### src/rtl/core/rnf_pkg.sv
// Shared types and constants for the RTP NAL fragmenter.
`timescale 1ns / 1ps

package rnf_pkg;

  // Configuration register indexes
  localparam logic CFG_IDX_CODEC         = 1'b0;
  localparam logic CFG_IDX_PAYLOAD_LIMIT = 1'b1;

  // FU type codes and header masks
  localparam logic [7:0] H264_FU_TYPE   = 8'd28;
  localparam logic [7:0] H265_FU_TYPE   = 8'd49;
  localparam logic [7:0] H264_NRI_MASK  = 8'hE0;
  localparam logic [7:0] H265_KEEP_MASK = 8'h81;

  localparam int unsigned MAX_RESULTS = 4;
  localparam int unsigned SHORT_NAL   = 4;
  localparam int unsigned HEAD_H264   = 2;
  localparam int unsigned HEAD_H265   = 3;
  localparam int unsigned PAYLOAD_LIMIT_RESET = 1400;

  typedef struct packed {
    logic [7:0] data;
    logic       start;
    logic       stop;
    logic       marker;
    logic       hdr;
    logic       last;
  } result_t;

endpackage

### src/rtl/core/rtp_nal_fragmenter.sv
// RTP payload packetizer that splits H.264 / H.265 NAL units into FU fragments.
// A byte's first result is registered and shown in the cycle after its acceptance.
// Throughput: one NAL byte per cycle while out_ready_i is high; a byte that opens a
// fragment gives 3 (H.264) or 4 (H.265) results and holds the input until the last
// is taken. The four-entry result register drains one transaction per ready cycle.
// Reset: asynchronous, clears all but res_q; codec H.264 and payload limit 1400.
`timescale 1ns / 1ps

module rtp_nal_fragmenter #(
  parameter int unsigned LENGTH_BITS  = 24,
  parameter int unsigned PAYLOAD_BITS = 16
) (
  input  logic                    clk_i,
  input  logic                    rst_ni,
  // configuration
  input  logic                    cfg_we_i,
  input  logic                    cfg_index_i,
  input  logic [PAYLOAD_BITS-1:0] cfg_data_i,
  // NAL byte input
  input  logic                    in_valid_i,
  output logic                    in_ready_o,
  input  logic [7:0]              nal_byte_i,
  input  logic                    nal_first_i,
  input  logic [LENGTH_BITS-1:0]  nal_length_i,
  input  logic                    au_end_i,
  // payload output
  output logic                    out_valid_o,
  input  logic                    out_ready_i,
  output logic [7:0]              out_byte_o,
  output logic                    packet_start_o,
  output logic                    packet_end_o,
  output logic                    rtp_marker_o,
  output logic                    header_byte_o,
  output logic                    run_last_o
);

  import rnf_pkg::*;

  localparam int unsigned W  = (LENGTH_BITS > PAYLOAD_BITS) ? LENGTH_BITS : PAYLOAD_BITS;
  localparam int unsigned LB = LENGTH_BITS;
  localparam int unsigned PB = PAYLOAD_BITS;
  localparam int unsigned IW = $clog2(MAX_RESULTS);

  // configuration
  logic          codec_h265_q;
  logic [PB-1:0] payload_limit_q;

  // packetizer state
  logic [LB-1:0] pos_q, pos_d;
  logic [PB-1:0] fbl_q, fbl_d;
  logic          frag_q, frag_d;
  logic          skip_q, skip_d;
  logic [7:0]    fu_ind_q, fu_ind_d;
  logic [7:0]    second_q, second_d;
  logic [5:0]    orig_q, orig_d;
  logic          ffrag_q, ffrag_d;

  // result register
  result_t       res_q [MAX_RESULTS];
  result_t       slot  [MAX_RESULTS];
  logic          have_q;
  logic [IW-1:0] idx_q;
  logic [IW-1:0] lastidx_q;
  logic          have_new;
  logic [IW-1:0] lastidx_new;

  // step logic
  logic          in_fire, out_fire, drain_last;
  logic [LB-1:0] pos_base, pos_inc, left;
  logic [PB-1:0] fbl_base, head, chunk, body, cur;
  logic          ff_base, skip_base, frag_base, short_nal, drop, last_frag;
  logic [7:0]    fuh;

  assign in_fire    = in_valid_i && in_ready_o;
  assign out_fire   = out_valid_o && out_ready_i;
  assign drain_last = idx_q == lastidx_q;
  assign in_ready_o = !have_q || (out_ready_i && drain_last);

  always_comb begin
    short_nal = W'(nal_length_i) < W'(SHORT_NAL);
    pos_base  = nal_first_i ? '0 : pos_q;
    fbl_base  = nal_first_i ? '0 : fbl_q;
    ff_base   = nal_first_i ? 1'b1 : ffrag_q;
    skip_base = nal_first_i ? short_nal : skip_q;
    frag_base = nal_first_i ? (!short_nal && (W'(nal_length_i) > W'(payload_limit_q)))
                            : frag_q;
    drop      = skip_base || (pos_base >= nal_length_i);
    pos_inc   = pos_base + LB'(1);
    left      = nal_length_i - pos_base;
    head      = codec_h265_q ? PB'(HEAD_H265) : PB'(HEAD_H264);
    chunk     = (payload_limit_q > head) ? (payload_limit_q - head) : PB'(1);
    body      = (W'(left) < W'(chunk)) ? PB'(left) : chunk;
    last_frag = W'(body) == W'(left);
    fuh       = {ff_base, last_frag, orig_q};

    pos_d    = pos_base;
    fbl_d    = fbl_base;
    ffrag_d  = ff_base;
    skip_d   = skip_base;
    frag_d   = frag_base;
    fu_ind_d = fu_ind_q;
    second_d = second_q;
    orig_d   = orig_q;
    cur      = fbl_base;

    have_new    = 1'b0;
    lastidx_new = '0;
    for (int i = 0; i < MAX_RESULTS; i++) begin
      slot[i] = '0;
    end

    if (!drop) begin
      pos_d = pos_inc;
      if (!frag_base) begin
        have_new = 1'b1;
        slot[0]  = '{data: nal_byte_i, start: pos_base == '0, stop: pos_inc == nal_length_i,
                     marker: au_end_i, hdr: 1'b0, last: 1'b1};
      end else if (pos_base == '0) begin
        // latch the original header; it is not re-sent
        if (codec_h265_q) begin
          fu_ind_d = (H265_FU_TYPE << 1) | (nal_byte_i & H265_KEEP_MASK);
          orig_d   = nal_byte_i[6:1];
        end else begin
          fu_ind_d = H264_FU_TYPE | (nal_byte_i & H264_NRI_MASK);
          orig_d   = {1'b0, nal_byte_i[4:0]};
        end
      end else if (codec_h265_q && pos_base == LB'(1)) begin
        second_d = nal_byte_i;
      end else begin
        have_new = 1'b1;
        if (fbl_base == '0) begin
          // open a new fragment: FU header bytes go ahead of the data byte
          cur     = body;
          ffrag_d = 1'b0;
          slot[0] = '{data: fu_ind_q, start: 1'b1, stop: 1'b0,
                      marker: au_end_i && last_frag, hdr: 1'b1, last: 1'b0};
          if (codec_h265_q) begin
            slot[1] = '{data: second_q, start: 1'b0, stop: 1'b0,
                        marker: au_end_i && last_frag, hdr: 1'b1, last: 1'b0};
            slot[2] = '{data: fuh, start: 1'b0, stop: 1'b0,
                        marker: au_end_i && last_frag, hdr: 1'b1, last: 1'b0};
            lastidx_new = IW'(3);
          end else begin
            slot[1] = '{data: fuh, start: 1'b0, stop: 1'b0,
                        marker: au_end_i && last_frag, hdr: 1'b1, last: 1'b0};
            lastidx_new = IW'(2);
          end
        end
        fbl_d = cur - PB'(1);
        slot[lastidx_new] = '{data: nal_byte_i, start: 1'b0, stop: cur == PB'(1),
                              marker: au_end_i && (W'(left) == W'(cur)),
                              hdr: 1'b0, last: 1'b1};
      end
    end
  end

  always_ff @(posedge clk_i or negedge rst_ni) begin
    if (!rst_ni) begin
      codec_h265_q    <= 1'b0;
      payload_limit_q <= PB'(PAYLOAD_LIMIT_RESET);
      pos_q           <= '0;
      fbl_q           <= '0;
      frag_q          <= 1'b0;
      skip_q          <= 1'b0;
      fu_ind_q        <= '0;
      second_q        <= '0;
      orig_q          <= '0;
      ffrag_q         <= 1'b1;
      have_q          <= 1'b0;
      idx_q           <= '0;
      lastidx_q       <= '0;
    end else begin
      if (cfg_we_i) begin
        unique case (cfg_index_i)
          CFG_IDX_CODEC:         codec_h265_q    <= cfg_data_i[0];
          CFG_IDX_PAYLOAD_LIMIT: payload_limit_q <= cfg_data_i;
          default: ;
        endcase
      end
      if (in_fire) begin
        pos_q     <= pos_d;
        fbl_q     <= fbl_d;
        frag_q    <= frag_d;
        skip_q    <= skip_d;
        fu_ind_q  <= fu_ind_d;
        second_q  <= second_d;
        orig_q    <= orig_d;
        ffrag_q   <= ffrag_d;
        have_q    <= have_new;
        idx_q     <= '0;
        lastidx_q <= lastidx_new;
      end else if (out_fire) begin
        // advance through the held results, drop the set after its last
        if (drain_last) begin
          have_q <= 1'b0;
        end else begin
          idx_q <= idx_q + IW'(1);
        end
      end
    end
  end

  always_ff @(posedge clk_i) begin
    if (in_fire) begin
      for (int i = 0; i < MAX_RESULTS; i++) begin
        res_q[i] <= slot[i];
      end
    end
  end

  assign out_valid_o    = have_q;
  assign out_byte_o     = res_q[idx_q].data;
  assign packet_start_o = res_q[idx_q].start;
  assign packet_end_o   = res_q[idx_q].stop;
  assign rtp_marker_o   = res_q[idx_q].marker;
  assign header_byte_o  = res_q[idx_q].hdr;
  assign run_last_o     = res_q[idx_q].last;

`ifndef SYNTHESIS
  a_hold_ready : assert property (@(posedge clk_i) disable iff (!rst_ni)
    out_valid_o && !run_last_o |-> !in_ready_o)
    else $error("input taken while results of the previous byte are pending");

  a_run_continues : assert property (@(posedge clk_i) disable iff (!rst_ni)
    out_valid_o && out_ready_i && !run_last_o |=> out_valid_o && !packet_start_o)
    else $error("result run broken before its last transaction");

  a_header_not_end : assert property (@(posedge clk_i) disable iff (!rst_ni)
    out_valid_o && header_byte_o |-> !packet_end_o && !run_last_o)
    else $error("FU header byte closes a packet or a run");

  a_run_index : assert property (@(posedge clk_i) disable iff (!rst_ni)
    out_valid_o |-> (run_last_o == (idx_q == lastidx_q)))
    else $error("run_last disagrees with the result index");
`endif

endmodule
### config.mk
export PLATFORM = sky130hd
export DESIGN_NAME = rtp_nal_fragmenter
export DESIGN_NICKNAME = d
export VERILOG_FILES = /design/src/rtl/core/rnf_pkg.sv /design/src/rtl/core/rtp_nal_fragmenter.sv
export SDC_FILE = /design/constraint.sdc
export NUM_CORES = 1
export LEC_CHECK = 0
export ABC_CLOCK_PERIOD_IN_PS = 6600
export BUFFER_PORTS_ARGS = -buffer_cell sky130_fd_sc_hd__buf_4
export CELL_PAD_IN_SITES_DETAIL_PLACEMENT = 2
export CELL_PAD_IN_SITES_GLOBAL_PLACEMENT = 2
export CORE_MARGIN = 2
export CORE_UTILIZATION = 39
export CTS_CLUSTER_SIZE = 10
export DETAILED_ROUTE_END_ITERATION = 12
export PLACE_DENSITY_LB_ADDON = 0.1
export RECOVER_POWER = 50
export SLEW_MARGIN = 20
export SYNTH_ARGS = -nofsm -noshare
export SYNTH_HDL_FRONTEND = slang
export SYNTH_SLANG_ARGS = --single-unit
### constraint.sdc
create_clock -name clk_i -period 6.6 [get_ports clk_i]
set_clock_uncertainty 0.15 [all_clocks]
set_input_delay 0 -clock clk_i [delete_from_list [all_inputs] [get_ports clk_i]]
set_output_delay 0 -clock clk_i [all_outputs]
set_load 0.05 [all_outputs]
==> impl_metrics.toml, run 1 <==
[layout]
instances_no_fill = 1676
drive_gt1_share_pct = 14.53
design_area_um2 = 12660
nNetsFinal = 1441
diodes = 0
area_delta_synth_final_pct = 18.22

[setup_path]
crit_path_top_delay_cell = "or4_4"
arrival_ns = 6.32
critPathRequiredTime_ns = 6.70
reg2reg_depth = 23
worstReg2RegStart = "pos_q[5]"
r2r-end = "res_q[0][3]"
cpMostUsedCell = "inv_1"
rrSetupSlack_ns = 0.38
cp_max_fo = 6
crit_type = "reg2reg"
cp-end-kind = "flop"
slowest_delay_ns = 0.60
cp_cell_sequence = "inv_1 -> nor2_2 -> inv_1 -> ha_1 -> a21oi_1 -> o21ai_0 -> a311oi_2 -> xor2_1 -> inv_1 -> ha_1 -> a2111oi_1 -> o21ai_0 -> a31oi_1 -> o41ai_2 -> nor2b_4 -> and4_4 -> buf_4 -> mux2_2 -> a21oi_1 -> buf_4 -> nand4_1 -> or4_4 -> o22ai_1"
start_kind = "flop"

[placement]
dp_slack_ns = 0.06828
post-dp-hpwl_mm = 30.87
place_area_um2 = 11710
port_buffers = 70
dp.cells = 1606
finalWeightedCongestion = 0.9531

[route]
wl_met3_mm = 1.561
wl_met1_mm = 18.53
drc_errors = 0
wl_per_cell_um = 24.88
dr_wl_met2_mm = 20.72
route.vias.total = 10151
antenna_left = 0
dr.pass1.iters = 5
viasPerCell = 6.057
wl_mm = 41.69
dr.first_iter.drc_count = 593
top_layer_used = "met4"

[clock_network]
htreeDepth = 4
ctsLongestPathBuffers = 2
cts_tree = "done"
cts_inserted_buffers = 17
cts-root-buf = "clkbuf_16"
clkLatencyLatePin_ns = 0.43
cts_sinks = 133
cts.clk_slew.worst_paths_ns = 0.06

[power]
p_per_area_nw_per_um2 = 355.1
vdd_drop_max_v = 0.0001814
leakage_nw = 5.187

[logic_synthesis]
yosysTopAreaCell = "dfrtp_1"
yosys_warnings = 0
synth_ff_type = "dfrtp_1"
yosys-top-cells-area = "dfrtp_1 18%, edfxtp_1 13%, ha_1 7.2%"
syn_area_um2 = 10710
ys_types = 89
ys_ff_latch = 133
yosysMostFrequentCell = "nand2_1"
async_reset_ff_share_pct = 63.91
synthCells = 1215
synth_top_area_share_pct = 18.22
seq_area_frac_synth_pct = 33.40
syn_area_per_cell_um2 = 8.815
synth_enable_flop_cells = 48
synth_common_cells = "124 x nand2_1, 98 x nor2_1, 84 x o21ai_0"

[sta]
setup-violations-final = 0
post-route-period-util_pct = 94.19
slew_headroom_pct = -76.94
period_needed_ns = 6.217
worstMarginPinSlew_ns = 2.654
finalHoldViolCount = 0
setup_ws_ns = 0.3833
maxSlewViolCount = 131
clock.fmax_mhz = 160.9

[floorplan]
initial_core_util_pct = 39.74
row_count = 60
core_um2 = 26950
dieHeight_um = 169.7
die_w_um = 169.7
die_area_um2 = 28800
io_pins = 71

[run_status]
run_status = "finished with violations"
violations = "capacitance limit, slew limit"

[grt]
grt_usage_pct = 29.74
gr-total-overflow = 0
grt_max_degree = 49
antenna_found_initial = 0
grt_pass1_vias = 11028
grt_first_pass_wirelength_mm = 65.43

[hold_path]
min_to = "res_q[0][3]"
hp-start = "nal_length_i[23]"
whs_path_depth = 3
hold_path_class = "in2reg"

[run]
maxCapViolCount = 3
[layout by cell type, fill, tap and decap left out, types with 17 or more instances in the layout]
cell	netlist	routed
a21oi_1	68	67
buf_4	1	89
clkbuf_1	43	18
clkbuf_16	0	17
dfrtp_1	78	77
dlygate4sd3_1	0	37
edfxtp_1	48	48
ha_1	62	62
inv_1	75	74
mux2_2	29	27
mux2i_1	30	30
nand2_1	124	124
nand3_1	27	27
nand4_1	30	30
nor2_1	98	96
nor3_1	25	25
nor4_1	22	22
o21ai_0	84	84
xnor2_1	70	69
xor2_1	36	36
[worst max-delay path, delay by kind of cell (launching register included)]
family | cells | cell delay (ns)
compound gates | 9 | 1.98
xor+xnor | 1 | 0.26
fa+ha+maj | 2 | 0.71
buf+inv | 5 | 0.70
flops | 1 | 0.46
mux | 1 | 0.35
simple gates | 5 | 1.45
[routing by layer]
metal  vias to the layer above  global-route usage, %
li1                       4649                      -
met1                      5212                  39.06
met5                         -                      0
met4                         0                  8.027
met3                        49                  3.312
met2                       241                  52.00
[kinds of logic after synthesis]
logic type / share of synthesized area, %
AOI/OAI and AO/OA: 18.19
and+or+nand+nor: 19.00
xor gates and xnor gates: 8.668
muxes: 8.376
adders and majority gates: 7.430
DFF: 33.40
buffers and inverters: 4.906
other: 0.03501
[sequential cells by signal (all words and copies together), names as in the netlist]
| register | count |
|---|---|
| second_q | 8 |
| ffrag_q | 1 |
| fu_ind_q | 6 |
| res_q | 48 |
| out_valid_o | 1 |
| skip_q | 1 |
| pos_q | 24 |
| orig_q | 6 |
| idx_q | 2 |
| lastidx_q | 2 |
| fbl_q | 16 |
| frag_q | 1 |
| codec_h265_q | 1 |
| payload_limit_q | 16 |
[power breakdown]
part / switching [mW] / internal, mW
Clock: 0.472 / 0.545
Sequential: 0.201 / 1.13
Combinational: 1.39 / 0.753
[how the worst max path moves through the flow]
| stage | depth (start not counted) | endpoint | from |
|---|---|---|---|
| 2_1_floorplan | 26 | res_q[0][3] | nal_first_i |
| 3_3_place_gp | 22 | res_q[0][3] | pos_q[11] |
| 3_5_place_dp | 24 | fbl_q[14] | nal_first_i |
| 4_1_cts | 23 | res_q[0][3] | pos_q[11] |
| 5_1_grt | 25 | fbl_q[14] | pos_q[0] |
| 6_report | 23 | res_q[0][3] | pos_q[5] |
[area by class of cell]
class / instances / area (um^2)
Clock buffer: 17 / 425.4
Clock inverter: 15 / 178.9
Multi-Input combinational cell: 949 / 6656
Timing Repair Buffer: 145 / 1111
Fill cell: 2936 / 14290
Inverter: 76 / 285.3
Sequential cell: 133 / 3578
Tap cell: 341 / 426.7
[per-stage QoR]
stage	utilization, %	power, mW	TNS [ns]	hold WS [ns]
2_1_floorplan	-	2.707	0	-0.4456
3_3_place_gp	43.46	3.369	0	-0.1048
3_5_place_dp	43.46	3.452	0	-0.09877
4_1_cts	47.08	4.526	0	0.006187
5_1_grt	46.98	4.770	-0.01446	0.01454
6_report	46.98	4.497	0	0.03373
[repair_timing]
item / CTS / global route
buffers inserted: 0 / 1
gates resized for setup: 0 / 12
setup endpoints to repair: 0 / 17
hold endpoints to repair: 123 / 0
hold buffers: 37 / 0
Power figures use the tool's default switching activity.
==> inputs of run 2 (changes only) <==
Settings changed: RECOVER_POWER 50 to default.
==> run 2 against run 1 <==
  * Sequential share of layout area is 0.15 points lower
  * Non-clock buffer count stayed put
  * Via count hardly changed
  * Power is 0.82% higher
  * Count of clock-buffer cells in the layout stayed put
  * Largest power group unchanged
  * Register-to-register slack worse by 0.02 ns
  * The flow now finishes without violations
==> impl_metrics.toml, run 2 (synthesized netlist as in run 1, its figures left out) <==
[route]
dr.pass1.iters = 5
antenna_left = 0
drc_errors = 0
wl_mm = 41.70
route.vias.total = 10153
viasPerCell = 6.058
wl_per_cell_um = 24.88
dr.first_iter.drc_count = 635

[setup_path]
critPathRequiredTime_ns = 6.70
cp-end-kind = "flop"
slowest_delay_ns = 0.62
start_kind = "flop"
crit_path_top_delay_cell = "or4_4"
rrSetupSlack_ns = 0.36
cp_cell_sequence = "nand2b_1 -> inv_2 -> ha_1 -> inv_1 -> fa_1 -> a21o_1 -> a221oi_1 -> xnor2_1 -> ha_1 -> and4_1 -> nand4_1 -> o211a_1 -> o41ai_2 -> nor2b_4 -> and4_4 -> buf_4 -> mux2_2 -> o21ai_1 -> or4_1 -> or4_4 -> o22ai_1"
arrival_ns = 6.34
crit_type = "reg2reg"
cp_max_fo = 6
cpMostUsedCell = "ha_1"

[power]
p_per_area_nw_per_um2 = 356.0
p_int_mw = 2.469
switching_power_mw = 2.064
vdd_drop_max_v = 0.0001820
comb_power_share_pct = 48.2
p_seq_share_pct = 29.4
swShare_pct = 45.54
leakage_nw = 5.253
power_mw = 4.534
p_clk_share_pct = 22.3

[clock_network]
cts.clk_slew.worst_paths_ns = 0.06
cts_sinks = 133
cts-root-buf = "clkbuf_16"
clkLatencyLatePin_ns = 0.43
ctsLongestPathBuffers = 2
cts_inserted_buffers = 17
htreeDepth = 4
cts_tree = "done"

[floorplan]
core_um2 = 26950
initial_core_util_pct = 39.74
die_area_um2 = 28800
row_count = 60
die_w_um = 169.7
io_pins = 71
dieHeight_um = 169.7

[sta]
maxSlewViolCount = 0
period_needed_ns = 6.237
clock.fmax_mhz = 160.3
worstMarginPinSlew_ns = 1.170
slew_headroom_pct = 21.99
finalHoldViolCount = 0
post-route-period-util_pct = 94.50
setup-violations-final = 0

[run]
maxCapViolCount = 0

[grt]
grt_max_degree = 49
grt_first_pass_wirelength_mm = 65.43
antenna_found_initial = 0
grt_pass1_vias = 11028
grt_usage_pct = 29.74
gr-total-overflow = 0

[placement]
place_area_um2 = 11710
post-dp-hpwl_mm = 30.87
finalWeightedCongestion = 0.9531
port_buffers = 70

[layout]
diodes = 0
nFillCells = 2923
drive_gt1_share_pct = 16.55
layout_common_cells = "124 x nand2_1, 108 x buf_4, 96 x nor2_1"
largest_reg_flops = 48
area_delta_synth_final_pct = 18.89
ff_latch_area_um2 = 3580
multiInputGateArea_um2 = 6656
design_area_um2 = 12730
top_register = "res_q"
nNetsFinal = 1441
final_common_cell = "nand2_1"
top_regs = "res_q: 48 flops, pos_q: 24 flops"

[hold_path]
hold_path_class = "in2reg"

[run_status]
run_status = "completed"
run 2: repair_timing:
item,4_1_cts,5_1_grt
setup endpoints to repair,0,17
hold buffers,37,0
gates resized for setup,0,12
hold endpoints to repair,123,0
setup buffers,0,1
run 2: worst paths after layout:
check	start	depth (start not counted)	end
setup / recovery	pos_q[0]	21	res_q[0][3]
hold / removal	nal_length_i[23]	3	res_q[0][3]
setup reg to reg	pos_q[0]	21	res_q[0][3]
hold reg to reg	frag_q	2	frag_q
max in group asynchronous	rst_ni	4	codec_h265_q
min in group asynchronous	rst_ni	3	pos_q[21]
run 2: area by class of cell:
cell class,instances,area share (%)
multi-input combinational,949,52.27
sequential,133,28.11
timing repair buffer,145,9.276
tap,341,3.351
clock buffer,17,3.341
inverter,76,2.240
clock inverter,15,1.405
run 2: metal layers:
layer / global-route usage, % / up-vias / share of wire (%)
met2: 52.00 / 236 / 50
met1: 39.06 / 5220 / 45
met5: 0 / - / 0
met4: 8.027 / 0 / 2.2
li1: - / 4645 / -
met3: 3.312 / 52 / 3.6
run 2: stage by stage:
step	setup slack, ns	hold slack [ns]	std cells	util (%)	setup TNS [ns]
after global routing	-0.008266	0.01454	1676	47.25	-0.01423
after CTS	0.03071	0.006187	1675	47.08	0
after detailed placement	0.06828	-0.09877	1606	43.46	0
final	0.3633	0.04143	1676	47.25	0
after global placement	0.3047	-0.1048	1606	43.46	0
after floorplan	0.3383	-0.4456	1216	-	0
run 2: power by group through the flow:
stage	registers [mW]	logic (mW)	clock network, mW
final	1.33	2.19	1.01
after global routing	1.36	2.39	1.06
after CTS	1.33	2.17	1.03
after detailed placement	1.34	2.11	0
after global placement	1.32	2.05	0
after floorplan	1.26	1.45	0
run 2: critical path: cells and delay by family, from the launching register on:
| family | cells | cell delay [ns] |
|---|---|---|
| buffers and inverters | 3 | 0.35 |
| flip-flops | 1 | 0.37 |
| XOR/XNOR | 1 | 0.33 |
| AO/OA/AOI/OAI | 6 | 1.64 |
| AND/OR/NAND/NOR | 7 | 1.98 |
| adder cells (fa/ha/maj) | 3 | 1.00 |
| multiplexers | 1 | 0.23 |
==> inputs of run 3 (changes only) <==
==> constraint.sdc (replaced) <==
create_clock -name clk_i -period 6.6 [get_ports clk_i]
set_clock_uncertainty 0.15 [all_clocks]
set_input_delay 1.32 -clock clk_i [delete_from_list [all_inputs] [get_ports clk_i]]
set_output_delay 1.32 -clock clk_i [all_outputs]
set_load 0.05 [all_outputs]
==> run 3 against run 2 <==
  * The run now ends with setup timing left
  * First-iteration DRC count up 46%
  * Power up 14%
  * Global-route usage up 4.8 points
  * Clock power increased by 4%
  * Maximum frequency fell by 10%
  * Final area increased by 6.0%
  * Setup slack worse by 0.71 ns
  * Cell count grew 4.7%
  * Sequential share of layout area fell by 1.6 points
  * Register-to-register slack got worse by 0.41 ns
  * Sequential power about the same
  * Combinational power increased by 25%
  * Critical endpoint is now res_q[0][2]
==> impl_metrics.toml, run 3 (synthesized netlist as in run 1, its figures left out) <==
[sta]
finalHoldViolCount = 0
maxSlewViolCount = 0
post-route-period-util_pct = 105.2
setup_ws_ns = -0.3440
period_needed_ns = 6.944
clock.fmax_mhz = 144.0
worstMarginPinSlew_ns = 1.040
slew_headroom_pct = 30.26
setup-violations-final = 15
holdWs_ns = 0.3726

[floorplan]
row_count = 60
die_w_um = 169.7
io_pins = 71
dieHeight_um = 169.7
initial_core_util_pct = 39.74
core_um2 = 26950
die_area_um2 = 28800

[layout]
drive_gt1_share_pct = 26.11
largest_reg_flops = 48
nNetsFinal = 1519
nFillCells = 2864
top_register = "res_q"
top_regs = "res_q: 48 flops, pos_q: 24 flops"
instances_no_fill = 1755
final_common_cell = "buf_4"
area_delta_synth_final_pct = 26.02
layout_common_cells = "221 x buf_4, 122 x nand2_1, 95 x nor2_1"

[setup_path]
rrSetupSlack_ns = -0.05
slowest_delay_ns = 0.38
r2r-end = "res_q[0][2]"
crit_family = "compound AO/OA/AOI/OAI gates"
cp_max_fo = 10
crit_type = "in2reg"
cp.depth = 26
critPathRequiredTime_ns = 6.72
cp-end-kind = "flop"
arrival_ns = 7.06
reg2reg_depth = 22
timing.critical_path.to = "res_q[0][2]"
startpoint = "nal_first_i"
crit_path_top_delay_cell = "nor3_1"
start_kind = "primary input"
path_buf_inv = 6
worstReg2RegStart = "payload_limit_q[4]"
cpMostUsedCell = "buf_4"

[power]
leakage_nw = 5.703
comb_power_share_pct = 53.1
p_seq_share_pct = 26.5
vdd_drop_max_v = 0.0001928
p_int_mw = 2.692
swShare_pct = 47.72
p_per_area_nw_per_um2 = 381.6
p_clk_share_pct = 20.4
switching_power_mw = 2.458

[placement]
post-dp-hpwl_mm = 34.46
dp_slack_ns = -0.4015
port_buffers = 70
finalWeightedCongestion = 0.9335
dp.cells = 1713

[grt]
grt_max_degree = 78
gr-total-overflow = 0
antenna_found_initial = 2
grt_pass1_vias = 12092
grt_usage_pct = 34.56
grt_first_pass_wirelength_mm = 75.33

[run_status]
run_status = "finished with violations"
violations = "setup timing"

[clock_network]
cts_tree = "done"
cts_sinks = 133
htreeDepth = 4
cts.clk_slew.worst_paths_ns = 0.07
cts-root-buf = "clkbuf_16"
cts_inserted_buffers = 17
clkLatencyLatePin_ns = 0.46
ctsLongestPathBuffers = 2

[hold_path]
hold_path_class = "reg2reg"

[route]
wl_mm = 53.35
route.vias.total = 11374
viasPerCell = 6.481
wl_per_cell_um = 30.40
dr.first_iter.drc_count = 926
dr.pass1.iters = 6
drc_errors = 0
antenna_left = 0

[run]
maxCapViolCount = 0
-- run 3: changes by cell type in the layout (fill, tap and decap cells not counted), moves of 5 or more --
cell,before,now
buf_4,108,221
dlygate4sd3_1,37,0
a21oi_1,67,61
a21oi_2,2,8
ha_1,62,57
ha_4,0,5
o21ai_0,84,79
-- run 3: area by class of cell --
class	count	area [um^2]	area share [%]
Clock buffer	17	425.4	3.152
Clock inverter	15	182.7	1.353
Inverter	76	290.3	2.151
Tap cell	341	426.7	3.161
Multi-Input combinational cell	949	6900	51.13
Antenna cell	1	2.502	0.01854
Timing Repair Buffer	223	1690	12.52
Sequential cell	133	3578	26.51
-- run 3: power groups by stage --
| stage | logic (mW) | registers (mW) | clock network (mW) |
|---|---|---|---|
| finish | 2.73 | 1.36 | 1.05 |
| global route | 2.87 | 1.38 | 1.09 |
| CTS | 2.49 | 1.35 | 1.05 |
| detailed placement | 2.40 | 1.35 | 0 |
| global placement | 2.27 | 1.32 | 0 |
| floorplan | 1.48 | 1.26 | 0 |
-- run 3: metal layers --
metal	global-route usage [%]	part of all wire (%)
met5	0	0.024
met4	13.53	5.5
met3	4.897	6.3
met2	61.08	50
met1	42.53	39
-- run 3: how the worst min path moves through the flow --
stage                      from  cells past startpoint          end
finish              second_q[0]                      1  second_q[0]
global route        second_q[0]                      1  second_q[0]
CTS                      skip_q                      2       skip_q
detailed placement       skip_q                      2       skip_q
global placement         skip_q                      2       skip_q
floorplan                skip_q                      2       skip_q
-- run 3: worst register-to-register path: cells and delay by family, from the launching register on --
kind,cells,cell delay [ns]
and+or+nand+nor,10,3.35
adders and majority gates,1,0.36
buffers and inverters,4,0.73
AOI/OAI and AO/OA,5,1.11
xor gates and xnor gates,2,0.33
DFF,1,0.42
-- run 3: what timing repair did --
item / 4_1_cts / 5_1_grt
gates resized for setup: 5 / 30
pin swaps: 2 / 9
setup endpoints to repair: 15 / 18
hold buffers: 0 / 0
setup buffers: 2 / 7
-- run 3: per-stage QoR --
step           power [mW]  utilization (%)  TNS (ns)  instance area, um^2
5_1_grt             5.333            50.08    -6.056                13500
6_report            5.150            50.08    -3.364                13500
3_5_place_dp        3.750            46.87    -4.473                12630
2_1_floorplan       2.738                -         0                10850
3_3_place_gp        3.591            46.87   -0.5058                12630
4_1_cts             4.889            49.27         0                13280
